**src/hw/rtl/sorted_table_search_defines.svh**
```systemverilog
// Assertion macros shared by the sorted table search RTL.
`ifndef SORTED_TABLE_SEARCH_DEFINES_SVH
`define SORTED_TABLE_SEARCH_DEFINES_SVH

// Same-cycle implication, checked on clk, off during reset.
`define STS_ASSERT_IMP(label, ante, cons, msg) \
	label: assert property (@(posedge clk) disable iff (!arst_n) (ante) |-> (cons)) \
		else $error(msg);

// Next-cycle implication, checked on clk, off during reset.
`define STS_ASSERT_NXT(label, ante, cons, msg) \
	label: assert property (@(posedge clk) disable iff (!arst_n) (ante) |=> (cons)) \
		else $error(msg);

`endif

```
**src/hw/rtl/sts_pkg.sv**
```systemverilog
// Types and constants shared by the sorted table search controller and datapath.
package sts_pkg;

	// Fixed field widths
	localparam int INDEX_W = 10;
	localparam int RANGE_W = 11;
	localparam int RANK_W  = 10;
	localparam int PADDR_W = 2;

	// Command codes
	localparam logic CMD_LOAD   = 1'b0;
	localparam logic CMD_SEARCH = 1'b1;

	// Search modes; the unused code behaves as three-way
	localparam logic [1:0] MODE_THREE_WAY = 2'd0;
	localparam logic [1:0] MODE_FIBONACCI = 2'd1;
	localparam logic [1:0] MODE_TWO_WAY   = 2'd2;

	// Register byte addresses
	localparam logic [PADDR_W-1:0] ADDR_SEARCH_MODE = 2'd0;

	typedef enum logic [2:0] {
		ST_IDLE,
		ST_FIB_GROW,
		ST_FIB_SHRINK,
		ST_PROBE,
		ST_COMPARE,
		ST_LAST_READ,
		ST_LAST_CMP
	} sts_state_t;

	// Controller to datapath
	typedef struct packed {
		logic load_we;
		logic search_start;
		logic fib_grow;
		logic fib_shrink;
		logic probe;
		logic probe_fib;
		logic upd_three;
		logic upd_two;
		logic last_rd;
		logic finish;
		logic finish_hit;
		logic rank_lo;
	} sts_cmd_t;

	// Datapath to controller
	typedef struct packed {
		logic empty;
		logic in_span_gt1;
		logic cur_lt_n;
		logic n_lt_cur;
		logic eq;
		logic nxt_nonempty;
		logic nxt_span_gt1;
	} sts_status_t;

endpackage

```
**src/hw/rtl/sts_ctrl.sv**
```systemverilog
// Controller: search sequencer state machine for the three probe schemes.
`include "sorted_table_search_defines.svh"

module sts_ctrl import sts_pkg::*; (
	input  logic        clk,
	input  logic        arst_n,
	input  logic        start,
	input  logic        command,
	input  logic [1:0]  search_mode,
	input  sts_status_t sts,
	output sts_cmd_t    cmd,
	output logic        busy
);

	sts_state_t state_q;
	sts_state_t state_d;
	logic       mode_fib;
	logic       mode_two;
	logic       take_load;
	logic       take_search;

	// Decode mode and incoming transaction
	always_comb begin
		mode_fib    = search_mode == MODE_FIBONACCI;
		mode_two    = search_mode == MODE_TWO_WAY;
		take_load   = (state_q == ST_IDLE) && start && (command == CMD_LOAD);
		take_search = (state_q == ST_IDLE) && start && (command == CMD_SEARCH);
	end

	// Next state
	always_comb begin
		state_d = state_q;
		case (state_q)
			ST_IDLE: begin
				if (take_search && !sts.empty) begin
					if (mode_fib) begin
						state_d = ST_FIB_GROW;
					end else if (mode_two) begin
						state_d = sts.in_span_gt1 ? ST_PROBE : ST_LAST_READ;
					end else begin
						state_d = ST_PROBE;
					end
				end
			end
			ST_FIB_GROW: begin
				if (!sts.cur_lt_n) begin
					state_d = ST_FIB_SHRINK;
				end
			end
			ST_FIB_SHRINK: begin
				if (!sts.n_lt_cur) begin
					state_d = ST_PROBE;
				end
			end
			ST_PROBE: begin
				state_d = ST_COMPARE;
			end
			ST_COMPARE: begin
				if (mode_two) begin
					state_d = sts.nxt_span_gt1 ? ST_PROBE : ST_LAST_READ;
				end else if (sts.eq || !sts.nxt_nonempty) begin
					state_d = ST_IDLE;
				end else begin
					state_d = mode_fib ? ST_FIB_SHRINK : ST_PROBE;
				end
			end
			ST_LAST_READ: begin
				state_d = ST_LAST_CMP;
			end
			ST_LAST_CMP: begin
				state_d = ST_IDLE;
			end
			default: begin
				state_d = ST_IDLE;
			end
		endcase
	end

	// Datapath commands
	always_comb begin
		cmd              = '0;
		cmd.load_we      = take_load;
		cmd.search_start = take_search;
		cmd.probe_fib    = mode_fib;
		case (state_q)
			ST_IDLE: begin
				cmd.finish = take_search && sts.empty;
			end
			ST_FIB_GROW: begin
				cmd.fib_grow = sts.cur_lt_n;
			end
			ST_FIB_SHRINK: begin
				cmd.fib_shrink = sts.n_lt_cur;
			end
			ST_PROBE: begin
				cmd.probe = 1'b1;
			end
			ST_COMPARE: begin
				if (mode_two) begin
					cmd.upd_two = 1'b1;
				end else begin
					cmd.upd_three  = !sts.eq;
					cmd.finish     = sts.eq || !sts.nxt_nonempty;
					cmd.finish_hit = sts.eq;
				end
			end
			ST_LAST_READ: begin
				cmd.last_rd = 1'b1;
			end
			ST_LAST_CMP: begin
				cmd.finish     = 1'b1;
				cmd.finish_hit = sts.eq;
				cmd.rank_lo    = 1'b1;
			end
			default: begin
				cmd = '0;
			end
		endcase
	end

	// State register
	always_ff @(posedge clk or negedge arst_n) begin
		if (!arst_n) begin
			state_q <= ST_IDLE;
		end else begin
			state_q <= state_d;
		end
	end

	assign busy = state_q != ST_IDLE;

	`STS_ASSERT_NXT(a_finish_to_idle, cmd.finish, state_q == ST_IDLE, "search finished but still busy")

endmodule

```
**config.mk**
```make
export PLATFORM = sky130hd
export DESIGN_NAME = sts_ctrl
export DESIGN_NICKNAME = d
export VERILOG_FILES = /design/src/hw/rtl/sts_pkg.sv /design/src/hw/rtl/sts_ctrl.sv
export VERILOG_INCLUDE_DIRS = /design/src /design/src/hw/rtl
export SDC_FILE = /design/constraint.sdc
export NUM_CORES = 1
export LEC_CHECK = 0
export BUFFER_PORTS_ARGS = -buffer_cell sky130_fd_sc_hd__buf_4
export CAP_MARGIN = 20
export CORE_MARGIN = 3
export CORE_UTILIZATION = 30
export DETAILED_ROUTE_END_ITERATION = 10
export HOLD_SLACK_MARGIN = 0.06
export SYNTH_ARGS = -nofsm -noshare
export SYNTH_HDL_FRONTEND = slang
export SYNTH_SLANG_ARGS = --single-unit
```
**constraint.sdc**
```tcl
create_clock -name clk -period 3.15 [get_ports clk]
set_clock_uncertainty 0.1 [all_clocks]
set_input_delay 0.1575 -clock clk [delete_from_list [all_inputs] [get_ports clk]]
set_output_delay 0.1575 -clock clk [all_outputs]
set_load 0.01 [all_outputs]
```
==> results of run 1 <==
-- cells by family after synthesis --
logic type,share of synthesized area
AND/OR/NAND/NOR,0.388
AO/OA/AOI/OAI,0.300
buffers and inverters,0.0750
flip-flops,0.187
multiplexers,0.0250
adder cells (fa/ha/maj),0.0250
-- layout by cell type (no fill, tap or decap), types with 2 or more instances in the layout --
| cell | instances |
|---|---|
| sky130_fd_sc_hd__a21oi_1 | 2 |
| sky130_fd_sc_hd__buf_4 | 25 |
| sky130_fd_sc_hd__clkbuf_4 | 3 |
| sky130_fd_sc_hd__dfrtp_1 | 3 |
| sky130_fd_sc_hd__nand2_1 | 4 |
| sky130_fd_sc_hd__nand2b_1 | 2 |
| sky130_fd_sc_hd__nor2_1 | 8 |
| sky130_fd_sc_hd__nor2b_1 | 3 |
| sky130_fd_sc_hd__nor3_1 | 2 |
| sky130_fd_sc_hd__nor4_1 | 2 |
| sky130_fd_sc_hd__o21a_1 | 2 |
| sky130_fd_sc_hd__o21bai_1 | 2 |
-- per-layer routing --
layer,GRT usage,vias to the layer above,part of all wire
met5,0,-,0
met4,0,0,0
met3,0.0515,0,0.080
met2,0.185,16,0.44
met1,0.163,208,0.48
li1,-,246,-
-- worst paths after layout --
check                           startpoint          to  slack (ns)  cells after the start
worst max-delay path            state_q[2]     cmd[11]        1.42                      4
worst min-delay path                sts[3]  state_q[1]        0.13                      3
worst max register to register  state_q[0]  state_q[1]        1.62                      4
worst min register to register  state_q[2]  state_q[0]        0.62                      1
max in group asynchronous           arst_n  state_q[2]        2.70                      2
min in group asynchronous           arst_n  state_q[1]        0.15                      2
-- metrics by stage --
stage	hold WS, ns	total power [uW]	utilization	cell area [um^2]
floorplan	-0.238	326	-	400
global placement	-0.151	417	0.500	586
detailed placement	-0.149	417	0.500	586
CTS	0.131	487	0.531	622
global route	0.138	525	0.531	622
finish	0.131	485	0.531	622
-- worst max-delay path, delay by kind of cell (launching register included) --
family        cells  cell delay [ns]
simple gates      3             0.57
flops             1             0.52
buf+inv           1             0.15
-- what timing repair did --
item,in CTS,in global routing
hold buffers,1,0
resized for setup,0,0
endpoints found under the setup margin,0,0
buffers inserted,0,0
hold endpoints to repair,3,0
-- cell type report --
cell class | instances | area share
repair buffers | 26 | 0.318
flip-flops and latches | 3 | 0.121
multi-input cells | 44 | 0.475
clock buffers | 4 | 0.0423
well taps | 14 | 0.0282
inverters | 2 | 0.0161
-- report_power, final --
group / switching (uW) / total (uW) / internal, uW
combinational: 132 / 293 / 160
clock: 20.1 / 67.5 / 47.5
sequential: 66.3 / 124 / 58.1
-- Yosys cell counts, types with 2 or more instances --
master	number	area, um^2
sky130_fd_sc_hd__o21bai_1	2	15.0
sky130_fd_sc_hd__o21a_1	2	15.0
sky130_fd_sc_hd__a21oi_1	2	10.0
sky130_fd_sc_hd__nor3_1	2	10.0
sky130_fd_sc_hd__nor4_1	2	12.5
sky130_fd_sc_hd__nor2b_1	3	18.8
sky130_fd_sc_hd__dfrtp_1	3	75.1
sky130_fd_sc_hd__nand2_1	4	15.0
sky130_fd_sc_hd__nor2_1	8	30.0
sky130_fd_sc_hd__nand2b_1	2	12.5
==> impl_summary.txt, run 1 <==
----------------------------------------------------
[Outcome]
  Status ... finished, final reports clean

[Synth]
  Synth Warn # ... 0
  Number of synthesized flops with an enable pin ... 0
  Sequential share of the synthesized area ... 0.188
  Top FF cell, synth ... sky130_fd_sc_hd__dfrtp_1
  Fraction of registers with async set or reset after synthesis ... 1.00
  Total of flip-flops plus latches after synthesis ... 3
  Average cell area after synthesis ... 7.70 um^2
  Net count after synthesis ... 65
  Netlist Area Pre-Place ... 400 um^2
  Cell variety after synth ... 32
  Instance count of the mapped netlist ... 52

[Power]
  Total power density per cell area ... 779 nW/um^2
  Leakage component of the power ... 0.000308 uW
  Maximum resistive drop on vdd ... 0.546 mV

[Finish]
  Storage element area ... 75.1 um^2
  Ratio of cells with drive above 1 in the final layout ... 0.430
  Number of flip-flops in the largest register ... 3
  Antenna fix cells ... 0
  Most flops, register ... state_q
  Number of standard cells in the layout, taps in and fillers out ... 93
  Area grow syn2layout ... 55.3%
  Total of fill cells in the finished design ... 121
  Top Registers ... state_q x3
  Net total in the final layout ... 93
  Area of the multi-input gates ... 295 um^2

[Global route]
  Number of global-route vias before repair ... 424
  Gr usage total ... 0.120
  Wire length of the first global-routing pass ... 1760 um
  Overflow left after global routing ... 0
  Number of antenna violations at the first check in global routing ... 0
  Largest net degree at the start of global routing ... 15

[Timing]
  Total negative slack for setup checks ... 0 ns
  Final worst-path cycle share ... 0.549
  Setup repair after global routing missed its margin ... false
  Min Tclk post-route ... 1.73 ns
  Hold violation total from the final report ... 0
  Maximum clock frequency ... 578 MHz
  Worst slew margin relative to its limit ... 0.721
  Total of endpoints with negative setup slack in the final report ... 0
  Actual slew at the worst max-slew pin ... 0.419 ns
  Final Slew Violations ... 0
  Fin worst setup slack ... 1.42 ns

[Route]
  Detailed-route wire length per cell ... 11.8 um
  Detailed-routing iteration count for the pre-antenna-repair pass ... 2
  Initial detailed-routing violation count ... 3
  Via count ... 470
  Number of design rule violations left after detail routing ... 0
  Remaining antenna violation count after routing ... 0
  Wire length reported by the detailed router ... 1090 um
  Via count normalized by instance count ... 5.05

[Job]
  Count of max-cap constraint violations ... 0

[Clocking]
  Num Clock Sinks ... 3
  Clock root buffer ... sky130_fd_sc_hd__clkbuf_4
  Clock tree from TritonCTS ... done
  H-tree depth ... 1
  Clock latency of the later-clocked register in the worst-skew pair ... 0.23 ns
  Maximum buffer depth of the clock tree ... 2
  Number of buffers created by CTS ... 3
  Clock transition at the register clock pins on the worst setup and hold paths after CTS ... 0.04 ns

[Worst setup path]
  Arrival time worst endpoint ... 1.47 ns
  Slowest cell on the critical path ... sky130_fd_sc_hd__dfrtp_1
  Startpoint kind of the worst setup timing path ... register
  Ordered cell list for the critical path ... nor2_1, nand2_1, nor3b_1, buf_4
  CP Max Fanout ... 14
  Crit Path Class ... reg -> out
  Type of destination of the critical path ... output pin
  Required time at the endpoint of the critical path ... 2.89 ns
  Slowest stage delay, CP ... 0.52 ns

[Die]
  Total Die Area ... 1810 um^2
  Num ports ... 26
  Floorplan die width ... 42.5 um
  Number of placement rows ... 12
  Die Height ... 42.5 um
  Initial core utilization ... 0.342
  Placeable core region ... 1170 um^2

[Placement]
  Cells after DPL ... 88
  GP Congestion ... 0.735
  Quantity of I/O buffers inserted on ports ... 25
  DPL Wire Length ... 864 um
  Pre-CTS setup slack ... 1.63 ns

[Min path]
  Hold Crit Class ... in -> reg

----------------------------------------------------
Note: power is estimated with default switching activity, not from simulation.
==> run 2: changes to the inputs <==
==> constraint.sdc (replaced) <==
create_clock -name clk -period 1.55 [get_ports clk]
set_clock_uncertainty 0.1 [all_clocks]
set_input_delay 0.0775 -clock clk [delete_from_list [all_inputs] [get_ports clk]]
set_output_delay 0.0775 -clock clk [all_outputs]
set_load 0.01 [all_outputs]
==> impl_summary.txt, run 2 (synthesized netlist as in run 1, its figures left out) <==
----------------------------------------------------
[Outcome]
  Status ... finished, final reports clean (unchanged)

[Global route]
  Number of global-route vias before repair ... 441 (was 424)
  Number of antenna violations at the first check in global routing ... 0 (unchanged)
  Largest net degree at the start of global routing ... 12 (was 15)
  Wire length of the first global-routing pass ... 1950 um (was 1760 um)
  Overflow left after global routing ... 0 (unchanged)
  Gr usage total ... 0.139 (was 0.120)

[Route]
  Initial detailed-routing violation count ... 4 (was 3)
  Via count normalized by instance count ... 5.04 (was 5.05)
  Via count ... 494 (was 470)
  Detailed-routing iteration count for the pre-antenna-repair pass ... 2 (unchanged)
  Number of design rule violations left after detail routing ... 0 (unchanged)
  Wire length reported by the detailed router ... 1230 um (was 1090 um)
  Remaining antenna violation count after routing ... 0 (unchanged)
  Detailed-route wire length per cell ... 12.6 um (was 11.8 um)

[Clocking]
  Number of buffers created by CTS ... 3 (unchanged)
  Clock transition at the register clock pins on the worst setup and hold paths after CTS ... 0.04 ns (about the same)
  Maximum buffer depth of the clock tree ... 2 (unchanged)
  Clock root buffer ... sky130_fd_sc_hd__clkbuf_4 (unchanged)
  H-tree depth ... 1 (unchanged)
  Clock tree from TritonCTS ... done (unchanged)
  Num Clock Sinks ... 3 (unchanged)
  Clock latency of the later-clocked register in the worst-skew pair ... 0.24 ns (was 0.23 ns)

[Die]
  Number of placement rows ... 12 (unchanged)
  Initial core utilization ... 0.342 (unchanged)
  Num ports ... 26 (unchanged)
  Die Height ... 42.5 um (unchanged)
  Total Die Area ... 1810 um^2 (unchanged)
  Placeable core region ... 1170 um^2 (unchanged)
  Floorplan die width ... 42.5 um (unchanged)

[Finish]
  Most flops, register ... state_q (unchanged)
  Antenna fix cells ... 0 (unchanged)
  Top Registers ... state_q x3 (unchanged)
  Total of fill cells in the finished design ... 120 (was 121)
  Highest-count cells in the layout ignoring fill and taps ... sky130_fd_sc_hd__buf_4, sky130_fd_sc_hd__nor2_1, sky130_fd_sc_hd__nand2_1 (unchanged)
  Number of flip-flops in the largest register ... 3 (unchanged)
  Finished Cell Area ... 689 um^2 (was 622 um^2)
  Ratio of cells with drive above 1 in the final layout ... 0.548 (was 0.430)
  Net total in the final layout ... 98 (was 93)
  Area grow syn2layout ... 72.2% (was 55.3%)
  Most common cell after layout, fill and taps aside ... sky130_fd_sc_hd__buf_4 (unchanged)
  Final Util ... 0.589 (was 0.531)

[Timing]
  Min Tclk post-route ... 1.48 ns
  Setup repair after global routing missed its margin ... false (unchanged)
  Hold violation total from the final report ... 0 (unchanged)
  Worst slew margin relative to its limit ... 0.735 (was 0.721)
  Actual slew at the worst max-slew pin ... 0.394 ns (was 0.419 ns)
  Final Slew Violations ... 0 (unchanged)
  Final worst hold slack ... 0.0663 ns (was 0.131 ns)
  Maximum clock frequency ... 676 MHz
  Total of endpoints with negative setup slack in the final report ... 0 (unchanged)
  Final worst-path cycle share ... 0.954

[Worst setup path]
  Required time at the endpoint of the critical path ... 1.37 ns (was 2.89 ns)
  Last element of the critical path ... cmd[5] (was cmd[11])
  Slowest cell on the critical path ... sky130_fd_sc_hd__dfrtp_2 (was sky130_fd_sc_hd__dfrtp_1)
  Length in cells of the worst reg-to-reg path ... 4 (unchanged)
  Ordered cell list for the critical path ... nand2b_2, nor4_2, buf_4 (was nor2_1, nand2_1, nor3b_1, buf_4)
  Arrival time worst endpoint ... 1.30 ns (was 1.47 ns)
  Type of destination of the critical path ... output pin (unchanged)
  Crit path launch ... state_q[1] (was state_q[2])
  Reg2reg start ... state_q[0] (unchanged)
  Slowest stage delay, CP ... 0.44 ns (was 0.52 ns)
  End of the worst register-to-register path ... state_q[1] (unchanged)
  CP Max Fanout ... 6 (was 14)
  Crit Path Class ... reg -> out (unchanged)
  Register-to-register path setup slack ... 0.09 ns (was 1.62 ns)
  Startpoint kind of the worst setup timing path ... register (unchanged)

[Min path]
  Hold Crit Class ... in -> async (was in -> reg)

[Power]
  Leakage component of the power ... 0.000333 uW (was 0.000308 uW)
  Total power density per cell area ... 1630 nW/um^2 (was 779 nW/um^2)
  Total Power ... 1130 uW (was 485 uW)
  Maximum resistive drop on vdd ... 1.15 mV (was 0.546 mV)

[Placement]
  GP Congestion ... 0.779 (was 0.735)
  Quantity of I/O buffers inserted on ports ... 25 (unchanged)
  DPL Wire Length ... 959 um (was 864 um)
  Placed Instance Area ... 608 um^2 (was 586 um^2)

[Job]
  Count of max-cap constraint violations ... 0 (unchanged)

----------------------------------------------------
run 2: worst max-delay path: cells and delay by family (launching register included):
kind,cells,cell delay (ns)
buffers and inverters,1,0.16
and+or+nand+nor,2,0.47
DFF,1,0.44
run 2: layout make-up:
type	instances	area [um^2]	area share
clock buffers	4	26.3	0.0381
inverters	2	10.0	0.0145
multi-input cells	44	322	0.466
flip-flops and latches	3	78.8	0.114
well taps	14	17.5	0.0254
repair buffers	31	235	0.341
run 2: per-layer routing:
metal | wire length (um) | up-vias | track usage
li1 | - | 254 | -
met1 | 566 | 226 | 0.188
met5 | 0 | - | 0
met4 | 0 | 0 | 0.0745
met3 | 72 | 0 | 0.0258
met2 | 594 | 14 | 0.204
run 2: how the worst min path moves through the flow:
| stage | slack (ns) | depth (start not counted) | endpoint | start |
|---|---|---|---|---|
| floorplan | -0.32 | 0 | state_q[0] | arst_n |
| global placement | -0.23 | 1 | state_q[2] | arst_n |
| detailed placement | -0.23 | 1 | state_q[1] | arst_n |
| CTS | 0.06 | 2 | state_q[2] | arst_n |
| global route | 0.07 | 2 | state_q[2] | arst_n |
| finish | 0.07 | 2 | state_q[2] | arst_n |
run 2: report_power, final:
| group | internal [uW] | total, uW | switching (uW) |
|---|---|---|---|
| registers | 127 | 228 | 100 |
| clock network | 96.6 | 140 | 43.0 |
| logic | 401 | 760 | 359 |
run 2: timing repair:
item,in CTS,in global routing
gates resized for setup,0,11
hold buffers,2,0
hold endpoints to repair,4,0
pin swaps,0,1
endpoints found under the setup margin,1,9
setup buffers,0,1
run 2: metrics by stage:
stage,cells,TNS (ns),setup WS [ns]
2_1_floorplan,52,0,0.152
3_3_place_gp,91,0,0.0759
3_5_place_dp,91,0,0.0527
4_1_cts,97,-0.00296,-0.00296
5_1_grt,98,0,0.0134
6_report,98,0,0.0716
